$ cat src/rtl/zbps_pkg.sv
// ----------------------------------------------------------------------------
// zbps_pkg
// Shared widths, constants and control types for the z-buffered point splatter.
// ----------------------------------------------------------------------------
package zbps_pkg;

  // Screen grid
  localparam int SCREEN_WIDTH  = 90;
  localparam int SCREEN_HEIGHT = 30;
  localparam int CELLS         = SCREEN_WIDTH * SCREEN_HEIGHT;
  localparam int ADDR_W        = $clog2(CELLS);
  localparam int COL_W         = $clog2(SCREEN_WIDTH);
  localparam int ROW_W         = $clog2(SCREEN_HEIGHT);
  localparam int HALF_W        = SCREEN_WIDTH / 2;
  localparam int HALF_H        = SCREEN_HEIGHT / 2;

  // Field widths
  localparam int POS_W   = 16;
  localparam int CFG_W   = 16;
  localparam int CAM_W   = 15;
  localparam int CELL_W  = 12;
  localparam int SHADE_W = 4;
  localparam int DEPTH_W = 16;
  localparam int IDX_W   = 3;

  // Internal arithmetic widths
  localparam int ROT_W  = 18;   // rotated coordinate, Q4.12 / Q2.14
  localparam int ACC_W  = 36;   // multiply-accumulate
  localparam int LIT_W  = 29;   // clamped lighting, 0 .. 2^28
  localparam int Z_W    = 19;   // shifted depth, Q4.12
  localparam int NUM_W  = 27;   // projection numerators
  localparam int DVD_W  = 29;   // divider dividend
  localparam int DVS_W  = 18;   // divider divisor
  localparam int MEM_W  = DEPTH_W + SHADE_W;

  localparam logic [4:0]         MAC_LAST    = 5'd18;
  localparam logic [SHADE_W-1:0] SHADE_BLANK = 4'd15;
  localparam logic [SHADE_W-1:0] SHADE_MAX   = 4'd11;

  // Configuration register indexes
  typedef enum logic [IDX_W-1:0] {
    REG_COS_A   = 3'd0,
    REG_SIN_A   = 3'd1,
    REG_COS_B   = 3'd2,
    REG_SIN_B   = 3'd3,
    REG_LIGHT_X = 3'd4,
    REG_LIGHT_Y = 3'd5,
    REG_LIGHT_Z = 3'd6,
    REG_CAM_OFS = 3'd7
  } cfg_reg_t;

  // Which quotient the divider is producing
  localparam logic [1:0] DSEL_IZ = 2'd0;
  localparam logic [1:0] DSEL_X  = 2'd1;
  localparam logic [1:0] DSEL_Y  = 2'd2;

  // Memory read address source
  localparam logic MRD_CELL = 1'b0;
  localparam logic MRD_RC   = 1'b1;

  // Controller to datapath commands
  typedef struct packed {
    logic              load;
    logic              mac_en;
    logic [4:0]        mac_step;
    logic              prep;
    logic              zchk;
    logic              div_start;
    logic [1:0]        div_arg;
    logic              div_cap;
    logic [1:0]        div_sel;
    logic              cell_en;
    logic              mem_rd;
    logic              mem_rd_sel;
    logic              upd;
    logic              rd_out;
    logic              drop;
    logic              clr_we;
    logic [ADDR_W-1:0] clr_addr;
  } cmd_t;

  // Datapath to controller status
  typedef struct packed {
    logic too_close;
    logic div_done;
    logic off;
  } sts_t;

endpackage

$ cat src/rtl/zbps_ctrl.sv
// ----------------------------------------------------------------------------
// zbps_ctrl
// Sequencer: memory clear, multiply-accumulate steps, divides, z-buffer access.
// ----------------------------------------------------------------------------
module zbps_ctrl
  import zbps_pkg::*;
(
  input  logic clk,
  input  logic rst_n,
  input  logic start,
  input  logic in_req_type,
  input  sts_t sts,
  output cmd_t cmd,
  output logic busy
);

  typedef enum logic [10:0] {
    ST_CLEAR = 11'b000_0000_0001,
    ST_IDLE  = 11'b000_0000_0010,
    ST_MAC   = 11'b000_0000_0100,
    ST_PREP  = 11'b000_0000_1000,
    ST_ZCHK  = 11'b000_0001_0000,
    ST_DIV   = 11'b000_0010_0000,
    ST_CELL  = 11'b000_0100_0000,
    ST_MEMRD = 11'b000_1000_0000,
    ST_UPD   = 11'b001_0000_0000,
    ST_RDMEM = 11'b010_0000_0000,
    ST_RDOUT = 11'b100_0000_0000
  } state_t;

  state_t            state_r, state_nxt;
  logic [4:0]        step_r, step_nxt;
  logic [1:0]        dsel_r, dsel_nxt;
  logic [ADDR_W-1:0] clr_r, clr_nxt;

  // Next state and command decode
  always_comb begin
    state_nxt    = state_r;
    step_nxt     = step_r;
    dsel_nxt     = dsel_r;
    clr_nxt      = clr_r;
    cmd          = '0;
    cmd.clr_addr = clr_r;
    cmd.mac_step = step_r;
    cmd.div_sel  = dsel_r;
    case (state_r)
      ST_CLEAR: begin
        cmd.clr_we = 1'b1;
        if (clr_r == ADDR_W'(CELLS - 1)) begin
          state_nxt = ST_IDLE;
        end else begin
          clr_nxt = clr_r + 1'b1;
        end
      end
      ST_IDLE: begin
        if (start) begin
          cmd.load = 1'b1;
          if (in_req_type) begin
            state_nxt = ST_RDMEM;
          end else begin
            state_nxt = ST_MAC;
            step_nxt  = '0;
          end
        end
      end
      ST_MAC: begin
        cmd.mac_en = 1'b1;
        if (step_r == MAC_LAST) begin
          state_nxt = ST_PREP;
        end else begin
          step_nxt = step_r + 1'b1;
        end
      end
      ST_PREP: begin
        cmd.prep  = 1'b1;
        state_nxt = ST_ZCHK;
      end
      ST_ZCHK: begin
        cmd.zchk = 1'b1;
        if (sts.too_close) begin
          cmd.drop  = 1'b1;
          state_nxt = ST_IDLE;
        end else begin
          cmd.div_start = 1'b1;
          cmd.div_arg   = DSEL_IZ;
          dsel_nxt      = DSEL_IZ;
          state_nxt     = ST_DIV;
        end
      end
      ST_DIV: begin
        if (sts.div_done) begin
          cmd.div_cap = 1'b1;
          if (dsel_r == DSEL_Y) begin
            state_nxt = ST_CELL;
          end else begin
            cmd.div_start = 1'b1;
            cmd.div_arg   = dsel_r + 1'b1;
            dsel_nxt      = dsel_r + 1'b1;
          end
        end
      end
      ST_CELL: begin
        cmd.cell_en = 1'b1;
        state_nxt   = ST_MEMRD;
      end
      ST_MEMRD: begin
        if (sts.off) begin
          cmd.drop  = 1'b1;
          state_nxt = ST_IDLE;
        end else begin
          cmd.mem_rd     = 1'b1;
          cmd.mem_rd_sel = MRD_CELL;
          state_nxt      = ST_UPD;
        end
      end
      ST_UPD: begin
        cmd.upd   = 1'b1;
        state_nxt = ST_IDLE;
      end
      ST_RDMEM: begin
        cmd.mem_rd     = 1'b1;
        cmd.mem_rd_sel = MRD_RC;
        state_nxt      = ST_RDOUT;
      end
      ST_RDOUT: begin
        cmd.rd_out = 1'b1;
        state_nxt  = ST_IDLE;
      end
      default: begin
        state_nxt = ST_IDLE;
      end
    endcase
  end

  always_ff @(posedge clk) begin
    if (!rst_n) begin
      state_r <= ST_CLEAR;
      step_r  <= '0;
      dsel_r  <= DSEL_IZ;
      clr_r   <= '0;
    end else begin
      state_r <= state_nxt;
      step_r  <= step_nxt;
      dsel_r  <= dsel_nxt;
      clr_r   <= clr_nxt;
    end
  end

  assign busy = (state_r != ST_IDLE);

endmodule

$ cat config.mk
export PLATFORM = sky130hd
export DESIGN_NAME = zbps_ctrl
export DESIGN_NICKNAME = d
export VERILOG_FILES = /design/src/rtl/zbps_pkg.sv /design/src/rtl/zbps_ctrl.sv
export SDC_FILE = /design/constraint.sdc
export NUM_CORES = 1
export LEC_CHECK = 0
export ABC_CLOCK_PERIOD_IN_PS = 2240
export BUFFER_PORTS_ARGS = -buffer_cell sky130_fd_sc_hd__buf_2
export CAP_MARGIN = 20
export CORE_ASPECT_RATIO = 1.4
export CORE_UTILIZATION = 47
export DETAILED_ROUTE_END_ITERATION = 10
export PLACE_DENSITY = 0.68
export SYNTH_ARGS = -nofsm -noshare
export SYNTH_HDL_FRONTEND = slang
export SYNTH_SLANG_ARGS = --single-unit
$ cat constraint.sdc
create_clock -name clk -period 2.24 [get_ports clk]
set_input_delay 0.112 -clock clk [delete_from_list [all_inputs] [get_ports clk]]
set_output_delay 0.112 -clock clk [all_outputs]
set_load 0.005 [all_outputs]
Word-level counts from Yosys, hierarchy flattened
Index checks and enable logic that the tools add are counted.
Word-level totals
  register bits: 30
  bits in latches: 0
  RAM bits: 0
  bits in read-only memories: 0
  input bits: 7
  output and inout bits: 35
  logic and storage cells: 74
  memories kept: 0
Cells by class
  add/sub/neg operators: 3
  multiply operators: 0
  divide/modulo/power cells: 0
  $lt $le $gt $ge: 0
  eq/ne operators: 24
  shifts and indexed selects: 0
  multiplexer cells: 36
  bitwise operators: 1
  reductions and logical operators: 6
Operator list (count)
  $pmux 11 s9: 1
  $mux 11: 5
  $ne 2x2->1 const B: 9
  $mux 5: 3
  $add 12x1->12 const B: 1
  $eq 12x12->1 const B: 1
  $mux 1: 12
  $eq 11x1->1 const B: 1
  $eq 11x10->1 const B: 1
  $eq 11x11->1 const B: 1
  $eq 11x2->1 const B: 1
  $eq 11x3->1 const B: 1
  $eq 11x4->1 const B: 1
  $eq 11x5->1 const B: 1
  $eq 11x6->1 const B: 1
  $eq 11x7->1 const B: 1
  $eq 11x8->1 const B: 1
  $eq 11x9->1 const B: 1
  $ne 11x2->1 const B: 1
  $mux 10: 1
  $pmux 5 s2: 1
  $mux 9: 1
  $mux 2: 4
  $pmux 2 s2: 2
  other kinds (14): 17

Depth between registers and ports, before layout
  word-level depth: 4
  gate-level depth with buffers: 7
  gate-level depth less buffers: 7

Worst setup path before layout
No wires, ideal clock.
  path kind: flip-flop to flip-flop
  start: reg state_r[4]
  end: reg clr_r[8]
  data arrival time: 1.841 ns
  data required time: 2.125 ns
  slack: 0.284 ns
  stages on the path, launching flop included: 8
  buffers on the path: 2
  clock period less this slack: 1.956 ns
  cell sequence: dfxtp_1 -> buf_6 -> or4_4 -> nor4_2 -> buf_2 -> nand4_1 -> xnor2_1 -> and2_1
On the way
  longest elaborated chain between the ends: 2
Ends and longest elaborated chain
  start, declared: RTL line zbps_ctrl.sv:31  | state_t state_r, state_nxt;
  start signal, assigned: RTL line zbps_ctrl.sv:142  | state_r <= state_nxt;
  $eq 11x1->1: RTL line zbps_ctrl.sv:46  | case (state_r)
  $reduce_and 2->1 (no line)
  end signal, assigned: RTL line zbps_ctrl.sv:145  | clr_r <= clr_nxt;
  end, declared: RTL line zbps_ctrl.sv:34  | logic [ADDR_W-1:0] clr_r, clr_nxt;
Every way passes these cells.
A chain may end at the register's enable or synchronous reset.

==> summary.txt <==
STA
  – Final-report max-slew violation count: 0
  – Period minus WS final: ~2200 ps
  – Final setup viols: 0
  – Final WS setup: 56.1 ps
  – Hold_ws: 78.9 ps
  – Unrepaired setup endpoints after global routing: yes
  – Least-Margin Pin Slew: slightly above 400 ps
  – Setup Skew: between 2 and 2.5 ps
  – Max frequency: between 0.4 and 0.5 GHz
  – Tcrit/Tclk final: 0.975
  – Final Hold Fails: 0
  – Relative slew slack: 0.727

Global routing
  – Vias in the first global route: approximately 1,400
  – First-pass GRT wire length: 6440 um
  – Initial antenna violation count: 0
  – Global-route usage over all layers: 0.223
  – Total grt overflow: 0
  – Largest net degree at the start of global routing: 27

Layout
  – Commonest cells after routing, fill and taps aside: buf_2, dfxtp_1, buf_4
  – Final Instance Area: about 2300 sq um
  – Most common cell after layout, fill and taps aside: buf_2
  – Final #Nets: about 290
  – Post-layout util: 0.635
  – Area grow syn2layout: 30.2%
  – Layout cells sized above 1: 0.330
  – Antenna Cells: 0

Floorplan
  – Die area: approximately 4000 sq um
  – Ports: 42
  – FP Rows: 26
  – Die X: roughly 54 um
  – Starting Density: 0.488
  – CORE AREA: 3610 sq um
  – Chip Height: roughly 74 um

Critical path
  – Setup CP Type: reg2out
  – Worst Setup End Kind: primary output
  – WP data required: between 2000 and 2500 ps
  – Worst-path fanout max: 4
  – CP Launch Type: register
  – CP arrival: 2070 ps

Synth
  – Simple-gate share of the synthesized area: 0.395
  – Post-synthesis cell area: about 1800 sq um
  – Ys Warns: 0
  – Multiplexer area fraction after synthesis: 0.0170
  – Main combinational cell family by area after synthesis: simple AND/OR/NAND/NOR gates
  – Post-synth ARST share: 0
  – Syn Nets: between 200 and 250
  – Mean Syn Cell Area: between 8 and 9 sq um
  – Xor and xnor area share after synthesis: 0.0597
  – Adder-Cell Fraction of Synth Area: 0.0426
  – Syn Inst Count: roughly 200
  – Area fraction in compound gates after synthesis: 0.0874
  – Sequential fraction of the synthesis area: 0.341
  – Count of flip-flops with a built-in enable after synthesis: 0
  – Unique masters post-synth: 50
  – Number of synthesized register bits: 30
  – Ys flop type: dfxtp_1

Clock network
  – Clk sinks: 30
  – Worst-Skew Late Latency: roughly 280 ps
  – CTS tree: built
  – Clock root buffer: clkbuf_8
  – Clk buf depth: 2
  – # hold bufs at CTS: 0
  – Clock buffers created by TritonCTS: 5
  – Clock-pin slew on the worst setup and hold paths: about 60 ps
  – CTS H-tree lvls: 2

Place
  – Post-DP HPWL: 3020 um
  – Placer Congestion: ~0.82
  – Port bufs: a little over 40
  – Place WS: around 140 ps
  – Dpl cell area: around 2100 sq um

Routing
  – DR iter-0 viols: 32
  – Vias per cell: 5.37
  – Drt wl/cell: 12.9 um
  – Detailed-route DRC error count: 0
  – DR pass1 iterations: 4
  – Antenna viol nets, final: 0
  – Via count: 1,691
  – Routed wire length: between 4000 and 5000 um

Pwr
  – Worst vdd ir: roughly 540 uV
  – Leak pwr: 1.04 nW
  – PD cells: 752 nW/um^2
  – Power after layout: between 1.5 and 2 mW

Min path
  – Hold WC Path Type: in2reg

Job
  – Max-cap violations: 0

Status
  – Status: completed
==> cells by family (layout without fill, tap and decap cells) <==
group / count (synthesis) / in the layout
AOI/OAI and AO/OA: 23 / 23
adders and majority gates: 6 / 6
xor gates and xnor gates: 12 / 12
buffers and inverters: 19 / 86
muxes: 3 / 3
and+or+nand+nor: 113 / 113
DFF: 30 / 30
==> synthesized netlist by cell type, types with 2 or more instances <==
cell,number,area share
a21boi_0,3,0.013
a21oi_1,2,0.0057
and2_1,13,0.046
and3_1,7,0.025
and4_1,2,0.0099
buf_6,2,0.013
clkbuf_1,3,0.0064
dfxtp_1,30,0.34
ha_1,6,0.043
inv_1,11,0.023
mux2i_1,3,0.017
nand2_1,16,0.034
nand2b_1,2,0.0071
nand3_1,6,0.017
nand3b_1,2,0.0085
nand4_1,12,0.043
nand4b_1,2,0.0099
nor2_1,20,0.043
nor2b_1,5,0.018
nor3_1,2,0.0057
nor3b_1,3,0.013
nor4_1,2,0.0071
nor4b_1,3,0.015
nor4bb_1,2,0.011
o21ai_0,8,0.023
o22ai_1,2,0.0071
or3_1,3,0.011
or4_1,2,0.0085
xnor2_1,10,0.050
xor2_1,2,0.0099
==> what timing repair did <==
| action | 4_1_cts | 5_1_grt |
|---|---|---|
| hold endpoints to repair | 0 | 0 |
| endpoints found under the setup margin | 3 | 12 |
| setup buffers | 0 | 4 |
| resized for setup | 1 | 10 |
| pin swaps | 1 | 3 |
==> path summary, 6_finish.rpt <==
check | cells after the start | slack (ps) | startpoint | endpoint
min reg2reg | 2 | 510 | step_r[4] | step_r[4]
max | 6 | 60 | state_r[3] | cmd[23]
min | 3 | 80 | in_req_type | state_r[9]
max reg2reg | 8 | 160 | state_r[3] | state_r[6]
==> critical path, cell delays in order, from the launching register on <==
cell and delay (ps):
dfxtp_2 320, or4_4 540, buf_6 140, nand4b_1 310, nor2_4 210, and3_4 190, buf_6 90
==> stage by stage <==
stage / TNS [ps] / std cells
global placement: 0 / 303
global route: -17.2 / 315
finish: 0 / 315
floorplan: 0 / 206
CTS: 0 / 311
detailed placement: 0 / 303
==> cell type report <==
class | count | area, sq um
Clock buffer | 7 | 86.3
Clock inverter | 1 | 5.00
Fill cell | 323 | 1320
Inverter | 11 | 41.3
Multi-Input combinational cell | 157 | 1090
Sequential cell | 30 | 603
Tap cell | 42 | 52.6
Timing Repair Buffer | 67 | 410
==> power by group <==
part	total [mW]	internal [mW]	switching, mW
Sequential	0.628	0.579	0.0491
Clock	0.442	0.247	0.194
Combinational	0.655	0.319	0.336
Total	1.73	1.15	0.579
==> layer usage <==
layer | part of all wire | GRT usage | up-vias
li1 | - | - | 861
met1 | 0.44 | 0.276 | 789
met4 | 0.017 | 0.0877 | 0
met3 | 0.035 | 0.0552 | 6
met5 | 0 | 0 | -
met2 | 0.50 | 0.362 | 35
==> flip-flops by register name, indices dropped and copies added (netlist names) <==
signal   count
dsel_r       2
state_r     11
clr_r       12
step_r       5
(Power assumes the default switching activity.)
